[config.mk]
export PLATFORM = sky130hd
export DESIGN_NAME = averaging_fan_thermostat_flat
export DESIGN_NICKNAME = d
export VERILOG_FILES = /design/src/rtl/aft_pkg.sv /design/src/rtl/aft_in_if.sv /design/src/rtl/aft_out_if.sv /design/src/rtl/aft_ctrl.sv /design/src/rtl/aft_accum.sv /design/src/rtl/averaging_fan_thermostat.sv /design/src/flat_wrapper.sv
export SDC_FILE = /design/constraint.sdc
export NUM_CORES = 1
export LEC_CHECK = 0
export ABC_AREA = 1
export BUFFER_PORTS_ARGS = -buffer_cell sky130_fd_sc_hd__buf_2
export CORE_AREA = 3 3 148 150
export CTS_CLUSTER_SIZE = 8
export DETAILED_ROUTE_END_ITERATION = 6
export DIE_AREA = 0 0 151 153
export PLACE_DENSITY = 0.64
export SETUP_SLACK_MARGIN = 0.4
export SLEW_MARGIN = 5
export SYNTH_ARGS = -nofsm -noshare
export SYNTH_HDL_FRONTEND = slang
export SYNTH_SLANG_ARGS = --single-unit
[constraint.sdc]
create_clock -name clk_i -period 6.2 [get_ports clk_i]
set_input_delay 0.62 -clock clk_i [delete_from_list [all_inputs] [get_ports clk_i]]
set_output_delay 0.62 -clock clk_i [all_outputs]
set_load 0.02 [all_outputs]
[src/rtl/aft_pkg.sv]
`default_nettype none

package aft_pkg;

  localparam int SAMPLES_PER_READING = 20;
  localparam int BAND_MAX_TENTHS     = 100;

  localparam int OFFSET_TENTHS  = 2730;
  localparam int SCALE          = 5;
  localparam int SETPOINT_MIN   = 180;
  localparam int SETPOINT_MAX   = 400;
  localparam int SETPOINT_STEP  = 10;
  localparam int SETPOINT_RESET = 250;
  localparam int BAND_MIN       = 5;
  localparam int BAND_STEP      = 5;
  localparam int BAND_RESET     = 10;

  localparam int FUNC_W   = 2;
  localparam int SAMPLE_W = 10;
  localparam int SUM_W    = 15;
  localparam int CNT_W    = 5;
  localparam int TEMP_W   = 13;
  localparam int SETP_W   = 9;
  localparam int BAND_W   = 7;
  localparam int SCALED_W = SUM_W + 3;
  localparam int THR_W    = SCALED_W;

  // floor(SCALE * sum / SAMPLES_PER_READING) as one multiply by a rounded-up reciprocal
  localparam int QK     = SCALED_W + $clog2(SAMPLES_PER_READING);
  localparam int RECIP  = ((1 << QK) + SAMPLES_PER_READING - 1) / SAMPLES_PER_READING;
  localparam int QMUL   = SCALE * RECIP;
  localparam int QMUL_W = $clog2(QMUL + 1);
  localparam int PROD_W = SUM_W + QMUL_W;

  typedef enum logic [FUNC_W-1:0] {
    FUNC_SAMPLE = 2'd0,
    FUNC_UP     = 2'd1,
    FUNC_DOWN   = 2'd2,
    FUNC_MODE   = 2'd3
  } func_e;

  typedef struct packed {
    logic                fire;
    func_e               func;
    logic [SAMPLE_W-1:0] sample;
  } item_t;

  typedef struct packed {
    logic [THR_W-1:0] hi;
    logic [THR_W-1:0] lo;
  } thr_t;

  typedef struct packed {
    logic [SETP_W-1:0] setpoint;
    logic [BAND_W-1:0] band;
    logic              editing;
  } ctrl_t;

  typedef struct packed {
    logic [TEMP_W-1:0] temp;
    logic              fan;
    logic              led;
  } sense_t;

endpackage

`default_nettype wire

[src/rtl/aft_in_if.sv]
`default_nettype none

interface aft_in_if;
  logic                         valid;
  logic                         ready;
  logic [aft_pkg::FUNC_W-1:0]   func;
  logic [aft_pkg::SAMPLE_W-1:0] adc_sample;

  modport source (output valid, func, adc_sample, input ready);
  modport sink   (input valid, func, adc_sample, output ready);
endinterface

`default_nettype wire

[src/rtl/aft_out_if.sv]
`default_nettype none

interface aft_out_if;
  logic                              valid;
  logic                              ready;
  logic signed [aft_pkg::TEMP_W-1:0] temperature_tenths;
  logic        [aft_pkg::SETP_W-1:0] setpoint_tenths;
  logic        [aft_pkg::BAND_W-1:0] band_tenths;
  logic                              fan_on;
  logic                              editing_setpoint;
  logic                              led;

  modport source (output valid, temperature_tenths, setpoint_tenths, band_tenths,
                  fan_on, editing_setpoint, led, input ready);
  modport sink   (input valid, temperature_tenths, setpoint_tenths, band_tenths,
                  fan_on, editing_setpoint, led, output ready);
endinterface

`default_nettype wire

[src/rtl/aft_ctrl.sv]
`default_nettype none

module aft_ctrl (
  input  wire logic           clk_i,
  input  wire logic           rst_ni,
  input  wire aft_pkg::item_t item_i,
  output aft_pkg::ctrl_t      nxt_o,
  output aft_pkg::thr_t       thr_o
);

  function automatic logic [aft_pkg::THR_W-1:0] thr_calc(
    input logic [aft_pkg::SETP_W-1:0] sp,
    input logic [aft_pkg::BAND_W-1:0] bd,
    input logic                       upper
  );
    logic [aft_pkg::THR_W-1:0] base;
    if (upper) begin
      base = aft_pkg::THR_W'(sp) + aft_pkg::THR_W'(bd)
           + aft_pkg::THR_W'(aft_pkg::OFFSET_TENTHS);
    end else begin
      base = aft_pkg::THR_W'(sp) - aft_pkg::THR_W'(bd)
           + aft_pkg::THR_W'(aft_pkg::OFFSET_TENTHS);
    end
    return aft_pkg::THR_W'(base * aft_pkg::THR_W'(aft_pkg::SAMPLES_PER_READING));
  endfunction

  logic [aft_pkg::SETP_W-1:0] setpoint_q, setpoint_d;
  logic [aft_pkg::BAND_W-1:0] band_q, band_d;
  logic                       edit_q, edit_d;
  aft_pkg::thr_t              thr_q, thr_d;
  logic [aft_pkg::SETP_W:0]   sp_up;
  logic [aft_pkg::BAND_W:0]   bd_up;

  always_comb begin
    setpoint_d = setpoint_q;
    band_d     = band_q;
    edit_d     = edit_q;
    sp_up      = {1'b0, setpoint_q} + (aft_pkg::SETP_W + 1)'(aft_pkg::SETPOINT_STEP);
    bd_up      = {1'b0, band_q} + (aft_pkg::BAND_W + 1)'(aft_pkg::BAND_STEP);
    if (item_i.fire) begin
      unique case (item_i.func)
        aft_pkg::FUNC_UP: begin
          if (edit_q) begin
            if (sp_up > (aft_pkg::SETP_W + 1)'(aft_pkg::SETPOINT_MAX)) begin
              setpoint_d = aft_pkg::SETP_W'(aft_pkg::SETPOINT_MAX);
            end else begin
              setpoint_d = sp_up[aft_pkg::SETP_W-1:0];
            end
          end else begin
            if (bd_up > (aft_pkg::BAND_W + 1)'(aft_pkg::BAND_MAX_TENTHS)) begin
              band_d = aft_pkg::BAND_W'(aft_pkg::BAND_MAX_TENTHS);
            end else begin
              band_d = bd_up[aft_pkg::BAND_W-1:0];
            end
          end
        end
        aft_pkg::FUNC_DOWN: begin
          if (edit_q) begin
            if (setpoint_q < aft_pkg::SETP_W'(aft_pkg::SETPOINT_MIN
                                              + aft_pkg::SETPOINT_STEP)) begin
              setpoint_d = aft_pkg::SETP_W'(aft_pkg::SETPOINT_MIN);
            end else begin
              setpoint_d = setpoint_q - aft_pkg::SETP_W'(aft_pkg::SETPOINT_STEP);
            end
          end else if (band_q >= aft_pkg::BAND_W'(aft_pkg::BAND_MIN
                                                  + aft_pkg::BAND_STEP)) begin
            band_d = band_q - aft_pkg::BAND_W'(aft_pkg::BAND_STEP);
          end
        end
        aft_pkg::FUNC_MODE: edit_d = ~edit_q;
        default: ;
      endcase
    end
    thr_d.hi = thr_calc(setpoint_d, band_d, 1'b1);
    thr_d.lo = thr_calc(setpoint_d, band_d, 1'b0);
  end

  always_ff @(posedge clk_i or negedge rst_ni) begin
    if (!rst_ni) begin
      setpoint_q <= aft_pkg::SETP_W'(aft_pkg::SETPOINT_RESET);
      band_q     <= aft_pkg::BAND_W'(aft_pkg::BAND_RESET);
      edit_q     <= 1'b1;
      thr_q.hi   <= thr_calc(aft_pkg::SETP_W'(aft_pkg::SETPOINT_RESET),
                             aft_pkg::BAND_W'(aft_pkg::BAND_RESET), 1'b1);
      thr_q.lo   <= thr_calc(aft_pkg::SETP_W'(aft_pkg::SETPOINT_RESET),
                             aft_pkg::BAND_W'(aft_pkg::BAND_RESET), 1'b0);
    end else begin
      setpoint_q <= setpoint_d;
      band_q     <= band_d;
      edit_q     <= edit_d;
      thr_q      <= thr_d;
    end
  end

  assign nxt_o.setpoint = setpoint_d;
  assign nxt_o.band     = band_d;
  assign nxt_o.editing  = edit_d;
  assign thr_o          = thr_q;

endmodule

`default_nettype wire

[src/rtl/aft_accum.sv]
`default_nettype none

module aft_accum (
  input  wire logic           clk_i,
  input  wire logic           rst_ni,
  input  wire aft_pkg::item_t item_i,
  input  wire aft_pkg::thr_t  thr_i,
  output logic                done_o,
  output aft_pkg::sense_t     nxt_o
);

  logic [aft_pkg::SUM_W-1:0]    sum_q;
  logic [aft_pkg::CNT_W-1:0]    cnt_q;
  logic [aft_pkg::TEMP_W-1:0]   reading_q, reading_d;
  logic                         fan_q, fan_d;
  logic                         blink_q, blink_d;
  logic [aft_pkg::SUM_W:0]      sum_ext;
  logic [aft_pkg::CNT_W:0]      cnt_ext;
  logic [aft_pkg::SCALED_W-1:0] scaled;
  logic [aft_pkg::PROD_W-1:0]   prod;
  logic [aft_pkg::TEMP_W-1:0]   quo;
  logic [aft_pkg::TEMP_W:0]     diff;
  logic                         take, close;

  assign sum_ext = {1'b0, sum_q} + (aft_pkg::SUM_W + 1)'(item_i.sample);
  assign cnt_ext = {1'b0, cnt_q} + (aft_pkg::CNT_W + 1)'(1);
  assign done_o  = cnt_ext >= (aft_pkg::CNT_W + 1)'(aft_pkg::SAMPLES_PER_READING);

  assign scaled = aft_pkg::SCALED_W'(aft_pkg::SCALED_W'(sum_ext[aft_pkg::SUM_W-1:0])
                * aft_pkg::SCALED_W'(aft_pkg::SCALE));
  assign prod   = aft_pkg::PROD_W'(sum_ext[aft_pkg::SUM_W-1:0])
                * aft_pkg::PROD_W'(aft_pkg::QMUL);
  assign quo    = prod[aft_pkg::QK +: aft_pkg::TEMP_W];
  assign diff   = {1'b0, quo} - (aft_pkg::TEMP_W + 1)'(aft_pkg::OFFSET_TENTHS);

  assign take  = item_i.fire && (item_i.func == aft_pkg::FUNC_SAMPLE);
  assign close = take && done_o;

  always_comb begin
    reading_d = reading_q;
    fan_d     = fan_q;
    blink_d   = blink_q;
    if (close) begin
      reading_d = diff[aft_pkg::TEMP_W-1:0];
      blink_d   = ~blink_q;
      if (scaled > thr_i.hi) begin
        fan_d = 1'b1;
      end else if (scaled < thr_i.lo) begin
        fan_d = 1'b0;
      end
    end
  end

  always_ff @(posedge clk_i or negedge rst_ni) begin
    if (!rst_ni) begin
      sum_q     <= '0;
      cnt_q     <= '0;
      reading_q <= '0;
      fan_q     <= 1'b0;
      blink_q   <= 1'b1;
    end else begin
      reading_q <= reading_d;
      fan_q     <= fan_d;
      blink_q   <= blink_d;
      if (close) begin
        sum_q <= '0;
        cnt_q <= '0;
      end else if (take) begin
        sum_q <= sum_ext[aft_pkg::SUM_W-1:0];
        cnt_q <= cnt_ext[aft_pkg::CNT_W-1:0];
      end
    end
  end

  assign nxt_o.temp = reading_d;
  assign nxt_o.fan  = fan_d;
  assign nxt_o.led  = blink_d;

endmodule

`default_nettype wire

[src/rtl/averaging_fan_thermostat.sv]
// Fan thermostat with hysteresis. Takes one item per clock unless a stalled
// result holds it: an ADC sample or a button press (up, down, mode toggle).
// Each group of SAMPLES_PER_READING samples yields one reading in tenths of
// a degree and one result; samples inside a group yield none, and every
// button press yields one result carrying the new setpoint, band and edit
// mode. An item passes an input register and a result register, and one
// result per cycle is sustained while the sink stays ready. The reading, the
// fan compare and the setpoint/band update are combinational between those
// two registers; the fan thresholds are kept in registers next to setpoint
// and band. A stalled result holds only items that produce a result.
`default_nettype none

module averaging_fan_thermostat (
  input wire logic clk_i,
  input wire logic rst_ni,
  aft_in_if.sink   in_i,
  aft_out_if.source out_o
);

  logic                         in_vld_q;
  aft_pkg::func_e               in_func_q;
  logic [aft_pkg::SAMPLE_W-1:0] in_sample_q;
  logic                         out_vld_q;
  logic [aft_pkg::TEMP_W-1:0]   temp_q;
  logic [aft_pkg::SETP_W-1:0]   setp_q;
  logic [aft_pkg::BAND_W-1:0]   band_q;
  logic                         fan_q, edit_q, led_q;

  aft_pkg::item_t  item;
  aft_pkg::thr_t   thr;
  aft_pkg::ctrl_t  ctrl_nxt;
  aft_pkg::sense_t sense_nxt;
  logic            done, has_res, advance, in_ready;

  assign has_res  = (in_func_q != aft_pkg::FUNC_SAMPLE) || done;
  assign advance  = in_vld_q && (!has_res || !out_vld_q || out_o.ready);
  assign in_ready = !in_vld_q || advance;

  assign item.fire   = advance;
  assign item.func   = in_func_q;
  assign item.sample = in_sample_q;

  aft_ctrl u_ctrl (
    .clk_i  (clk_i),
    .rst_ni (rst_ni),
    .item_i (item),
    .nxt_o  (ctrl_nxt),
    .thr_o  (thr)
  );

  aft_accum u_accum (
    .clk_i  (clk_i),
    .rst_ni (rst_ni),
    .item_i (item),
    .thr_i  (thr),
    .done_o (done),
    .nxt_o  (sense_nxt)
  );

  always_ff @(posedge clk_i or negedge rst_ni) begin
    if (!rst_ni) begin
      in_vld_q  <= 1'b0;
      out_vld_q <= 1'b0;
    end else begin
      if (in_ready) begin
        in_vld_q <= in_i.valid;
      end
      if (advance && has_res) begin
        out_vld_q <= 1'b1;
      end else if (out_o.ready) begin
        out_vld_q <= 1'b0;
      end
    end
  end

  always_ff @(posedge clk_i) begin
    if (in_ready && in_i.valid) begin
      in_func_q   <= aft_pkg::func_e'(in_i.func);
      in_sample_q <= in_i.adc_sample;
    end
    if (advance && has_res) begin
      temp_q <= sense_nxt.temp;
      setp_q <= ctrl_nxt.setpoint;
      band_q <= ctrl_nxt.band;
      fan_q  <= sense_nxt.fan;
      edit_q <= ctrl_nxt.editing;
      led_q  <= sense_nxt.led;
    end
  end

  assign in_i.ready               = in_ready;
  assign out_o.valid              = out_vld_q;
  assign out_o.temperature_tenths = $signed(temp_q);
  assign out_o.setpoint_tenths    = setp_q;
  assign out_o.band_tenths        = band_q;
  assign out_o.fan_on             = fan_q;
  assign out_o.editing_setpoint   = edit_q;
  assign out_o.led                = led_q;

endmodule

`default_nettype wire

[src/flat_wrapper.sv]
// flat-port wrapper written by rule: the top's interface ports become plain ports
module averaging_fan_thermostat_flat 
  (clk_i, rst_ni, in_i_valid, in_i_func, in_i_adc_sample, in_i_ready, out_o_valid, out_o_temperature_tenths, out_o_setpoint_tenths, out_o_band_tenths, out_o_fan_on, out_o_editing_setpoint, out_o_led, out_o_ready);
  aft_in_if in_i_i ();
  aft_out_if out_o_i ();
  input wire logic clk_i;
  input wire logic rst_ni;
  input wire logic [$bits(in_i_i.valid)-1:0] in_i_valid;
  input wire logic [$bits(in_i_i.func)-1:0] in_i_func;
  input wire logic [$bits(in_i_i.adc_sample)-1:0] in_i_adc_sample;
  output wire logic [$bits(in_i_i.ready)-1:0] in_i_ready;
  output wire logic [$bits(out_o_i.valid)-1:0] out_o_valid;
  output wire logic [$bits(out_o_i.temperature_tenths)-1:0] out_o_temperature_tenths;
  output wire logic [$bits(out_o_i.setpoint_tenths)-1:0] out_o_setpoint_tenths;
  output wire logic [$bits(out_o_i.band_tenths)-1:0] out_o_band_tenths;
  output wire logic [$bits(out_o_i.fan_on)-1:0] out_o_fan_on;
  output wire logic [$bits(out_o_i.editing_setpoint)-1:0] out_o_editing_setpoint;
  output wire logic [$bits(out_o_i.led)-1:0] out_o_led;
  input wire logic [$bits(out_o_i.ready)-1:0] out_o_ready;
  assign in_i_i.valid = in_i_valid;
  assign in_i_i.func = in_i_func;
  assign in_i_i.adc_sample = in_i_adc_sample;
  assign in_i_ready = in_i_i.ready;
  assign out_o_valid = out_o_i.valid;
  assign out_o_temperature_tenths = out_o_i.temperature_tenths;
  assign out_o_setpoint_tenths = out_o_i.setpoint_tenths;
  assign out_o_band_tenths = out_o_i.band_tenths;
  assign out_o_fan_on = out_o_i.fan_on;
  assign out_o_editing_setpoint = out_o_i.editing_setpoint;
  assign out_o_led = out_o_i.led;
  assign out_o_i.ready = out_o_ready;
  averaging_fan_thermostat u_core (.clk_i(clk_i), .rst_ni(rst_ni), .in_i(in_i_i), .out_o(out_o_i));
endmodule
---- Yosys cells after proc, flatten, opt, wreduce, memory -nomap -nowiden ----
Cells that the tools add are included.
cells by class
  add/subtract/negate cells ............... 11
  multiply operators ...................... 4
  $lt $le $gt $ge ......................... 7
  eq/ne operators ......................... 3
  multiplexer cells ....................... 25
  bitwise gates (word level) .............. 2
  reduce and logical (&&, ||, !) cells .... 16
operator list
  operator                                                         number
  two-way mux 9 bit                                                5
  multiplier 15 x 22 -> 36 bit (second input constant)             1
  two-way mux 7 bit                                                5
  two-way mux 15 bit                                               2
  greater-than comparator 18 bit                                   1
  less-than comparator 18 bit                                      1
  multiplier 15 x 3 -> 18 bit (second input constant)              1
  multiplier 18 x 3 -> 16 bit (second input constant)              1
  one-hot mux 9 bit (2 select lines)                               1
  multiplier 13 x 3 -> 16 bit (second input constant)              1
  adder 15 x 10 -> 15 bit                                          1
  adder 10 x 13 -> 14 bit (second input constant)                  1
  one-hot mux 7 bit (2 select lines)                               1
  adder 10 x 12 -> 13 bit (second input constant)                  1
  two-way mux 13 bit                                               1
  subtractor 13 x 12 -> 13 bit (second input constant)             1
  adder 9 x 4 -> 10 bit (second input constant)                    1
  adder 9 x 7 -> 10 bit                                            1
  greater-than comparator 10 x 9 -> 1 bit (second input constant)  1
  two-way mux 5 bit                                                2
  subtractor 9 x 7 -> 10 bit                                       1
  less-than comparator 9 x 8 -> 1 bit (second input constant)      1
  subtractor 9 x 4 -> 9 bit (second input constant)                1
  adder 7 x 3 -> 8 bit (second input constant)                     1
  other kinds (14)                                                 34
word-level totals
  register bits after elaboration ......... 130
  input bits .............................. 16
  output and inout port bits .............. 34
  logic and storage cells ................. 88

---- Logic depth before layout (Yosys ltp) ----
  word-level depth ........................ 11
  gate-level depth with buffers ........... 40
  gate-level depth less buffers ........... 40

---- By module ----
A second synthesis with hierarchy kept.
second synthesis, totals
  cell total of the unflattened synthesis .. 1,256
  area total of the unflattened synthesis .. 10,208.5 um2
modules (own cells, without submodules)
  module                    times used  cells each  area each (um2)  seq. area each (um2)
  aft_ctrl                  1           583         4,523.1          1,178.6
  aft_accum                 1           612         4,239.1          877.1
  averaging_fan_thermostat  1           61          1,446.4          1,371.3

---- Worst setup path after synthesis ----
Ideal clock, no wire load.
  path type ............................... reg2reg
  from .................................... register u_core.u_accum.cnt_q[0] in the netlist's numbering
  to ...................................... register u_core.u_ctrl.thr_q (netlist bit u_core.u_ctrl.thr_o[14])
  library setup time ...................... 0.075 ns
  arrival ................................. 5.309 ns
  required time ........................... 6.125 ns
  setup slack ............................. 0.817 ns
  stages on the path, launching flop included .. 31
  buffers on the path ..................... 1
  clock period less this slack ............ 5.383 ns
  cells stage by stage .................... dfrtp_1 -> ha_1 -> nand4_1 -> nand2_1 -> inv_2 -> nand2_2 -> nand3_4 -> nand2_4 -> nand3_4 -> buf_1 -> inv_1 -> nand3_1 -> o221ai_1 -> ha_1 -> fa_1 -> o31ai_1 -> a21oi_1 -> o21ai_0 -> xor2_1 -> nor2_2 -> nor2_4 -> nand2_2 -> nand3_1 -> nand2_1 -> ha_1 -> ha_1 -> inv_1 -> o31ai_1 -> a21oi_1 -> o21ai_0 -> xor2_1
RTL lines
  element                 line             RTL
  from (decl)             aft_accum.sv:13  logic [aft_pkg::CNT_W-1:0] cnt_q;
  from (signal assigned)  aft_accum.sv:70  cnt_q <= cnt_ext[aft_pkg::CNT_W-1:0];
  to (signal assigned)    aft_ctrl.sv:91   thr_q <= thr_d;
  to (decl)               aft_ctrl.sv:30   aft_pkg::thr_t thr_q, thr_d;

==> metrics.yaml <==
remaining_drc_errors: 0
end_kind: "flop"
crit_fanout: 6
cp_data_required_time_ps: 6550
yosysSeqAreaShare_pct: 36.9
firstDrtPassIters: 4
syn_inst: 1077
routed_wl_um: 20900
dieArea_um2: 23100
slew_headroom_pct: 41.9
rr_startpoint: "u_core.u_accum.cnt_q[0]$_DFFE_PN0P_"
grt_setup_unrepaired: "false"
layout_common_cells: "nand2_1, inv_1, ha_1"
pre_cts_ws_ps: 270
crit_type: "flop to flop"
fill_cells: 1927
syn_area_um2: 9280
hold_viol: 0
cp_data_arrival_time_ps: 5880
detail_route.wl_per_cell_um: 14.5
design_area_um2: 10900
synth_warnings: 0
maxCapViolations: 0
synth-main-ff-cell: "dfrtp_1"
period_needed_ps: 5530
grt_pass1_wl_um: 33800
die_y_um: 153
synthToLayoutAreaGrowth_pct: 17.2
grt-ovfl-total: 0
synth_cell_type_count: 51
vias_per_cell: 5.13
reg2reg_to: "u_core.u_ctrl.thr_o[33]$_DFF_PN1_"
worst_setup_path_start_kind: "flop"
ios: 50
cp_common_cell: "ha_1"
ys_seq_elements: 127
tritoncts: "yes"
synth_area_leaders: "ha_1, dfrtp_1, edfxtp_1, nand2_1, inv_1"
fin_crit_sh_pct: 89.3
start_util_pct: 44.6
critPathMaxStageDelay_ps: 420
clk_latency_ps: 430
synth_area_leader_cell: "ha_1"
numClockSinks: 127
rows: 53
hp-class: "input port to async pin"
via_count: 7403
port-buffer-count: 49
synth.avg_cell_area_um2: 8.62
post_dp_cell_area_um2: 9880
synth_nets: 1237
synth_top_area_share_pct: 18.6
first_global_vias: 7128
drive_gt1_share_pct: 17.3
status: "completed"
hold_slack_ps: 145
antenna_found_initial: 0
hpwl_um: 15500
tightest_slew_ps: 868
core_area_um2: 20800
design.final.nets: 1314
slew_viol_final: 0
fin_ws_ps: 666
fin_tns_setup_ps: 0
cts_hold_buf: 0
finalSetupViolations: 0
root_buffer: "clkbuf_16"
clk_pin_slew_ps: 60
h-tree-depth: 4
max_clock_freq_mhz: 181
slowest_stage: "o21ai_0"
grt_start_max_net_pins: 51
clk_path_buf_depth: 2
final_common_cell: "nand2_1"
drtIter0Drc: 337
ant_nets: 0
place.gp.congestion: 0.867
reg2reg_depth: 32
synthArstFlopShare_pct: 65.4
cts_buffers: 17
clock_skew_ps: 12.5
ff2ff_setup_slack_ps: 670
synth-edff-count: 44
die_x_um: 151
n_antenna_cell: 0
grt_usage_pct: 18.2
-- metrics by stage --
step | std cells | utilization (%)
after floorplan | 1077 | -
after global placement | 1396 | 47.5
after detailed placement | 1396 | 47.5
after CTS | 1431 | 50.5
after global routing | 1442 | 52.2
final | 1442 | 52.2
-- layout make-up --
type                       count  area (um^2)  share of cell area (%)
multi-input combinational    758         5420                    49.8
sequential                   127         3430                    31.5
clock inverter                14          166                    1.53
tap                          275          344                    3.16
timing repair buffer          72          420                    3.86
clock buffer                  18          429                    3.94
inverter                     178          671                    6.16
-- synth_stat cells (all sizes together), types with 2 or more instances --
master,instances
or2,3
a221o,2
dfstp,23
o211ai,2
edfxtp,44
nand2,203
a22oi,3
o2111ai,2
o21ai,79
nand4,14
dfrtp,60
o31ai,7
fa,6
a21oi,76
o21bai,8
nor4,2
ha,138
a21o,6
nand3,60
nor2,50
nor3,11
xnor2,11
o22ai,5
o221ai,2
buf,4
xor2,53
inv,177
a211oi,3
clkbuf,11
o21a,3
-- sequential cells by signal, indices dropped and copies added, names as in the netlist, 2 cells and up --
signal / cells
u_core.in_func_q: 2
u_core.out_o.setpoint_tenths: 9
u_core.out_o.temperature_tenths: 13
u_core.u_accum.reading_q: 13
u_core.out_o.band_tenths: 7
u_core.u_ctrl.band_q: 7
u_core.in_sample_q: 10
u_core.u_ctrl.thr_o: 29
u_core.u_accum.sum_q: 15
u_core.u_accum.cnt_q: 5
u_core.u_ctrl.setpoint_q: 9
-- layer usage --
| layer | track usage (%) | part of all wire, % |
|---|---|---|
| met1 | 23.8 | 45 |
| met3 | 4.18 | 4.4 |
| met5 | 0 | 0 |
| met4 | 4.58 | 1.3 |
| met2 | 30.4 | 49 |
-- critical path, delay by kind of cell (launching register included) --
kind | cells | cell delay (ps)
flip-flops | 1 | 410
buffers and inverters | 5 | 510
adder cells (fa/ha/maj) | 5 | 1590
AO/OA/AOI/OAI | 10 | 1740
AND/OR/NAND/NOR | 11 | 1020
XOR/XNOR | 1 | 190
-- kinds of logic after synthesis --
kind of cell,Yosys count,synth area share [%]
simple gates,345,16.7
fa+ha+maj,144,19.9
compound gates,203,12.4
xor+xnor,64,6.12
flops,127,36.9
buf+inv,193,7.87
mux,1,0.108
-- what timing repair did --
| item | in CTS | in global routing |
|---|---|---|
| setup buffers | 3 | 10 |
| resized for setup | 2 | 54 |
| cloned | 0 | 1 |
| setup endpoints to repair | 6 | 13 |
| pin swaps | 2 | 5 |
-- worst max path at each step --
stage / from / endpoint / slack, ps
after detailed placement: u_core.u_accum.cnt_q[0]$_DFFE_PN0P_ / u_core.u_ctrl.thr_o[14]$_DFF_PN1_ / 270
after CTS: u_core.u_ctrl.setpoint_q[1]$_DFF_PN1_ / u_core.u_ctrl.thr_o[32]$_DFF_PN1_ / 420
after global placement: u_core.u_ctrl.setpoint_q[1]$_DFF_PN1_ / u_core.u_ctrl.thr_o[14]$_DFF_PN1_ / 430
final: u_core.u_accum.cnt_q[0]$_DFFE_PN0P_ / u_core.u_ctrl.thr_o[33]$_DFF_PN1_ / 670
after global routing: u_core.u_accum.cnt_q[0]$_DFFE_PN0P_ / u_core.u_ctrl.thr_o[33]$_DFF_PN1_ / 360
after floorplan: u_core.u_accum.cnt_q[0]$_DFFE_PN0P_ / u_core.u_ctrl.thr_o[14]$_DFF_PN1_ / 820
Power is left out: the tool's default activity adds up to more than one toggle a clock period on the data nets, which glitch-free logic cannot reach.
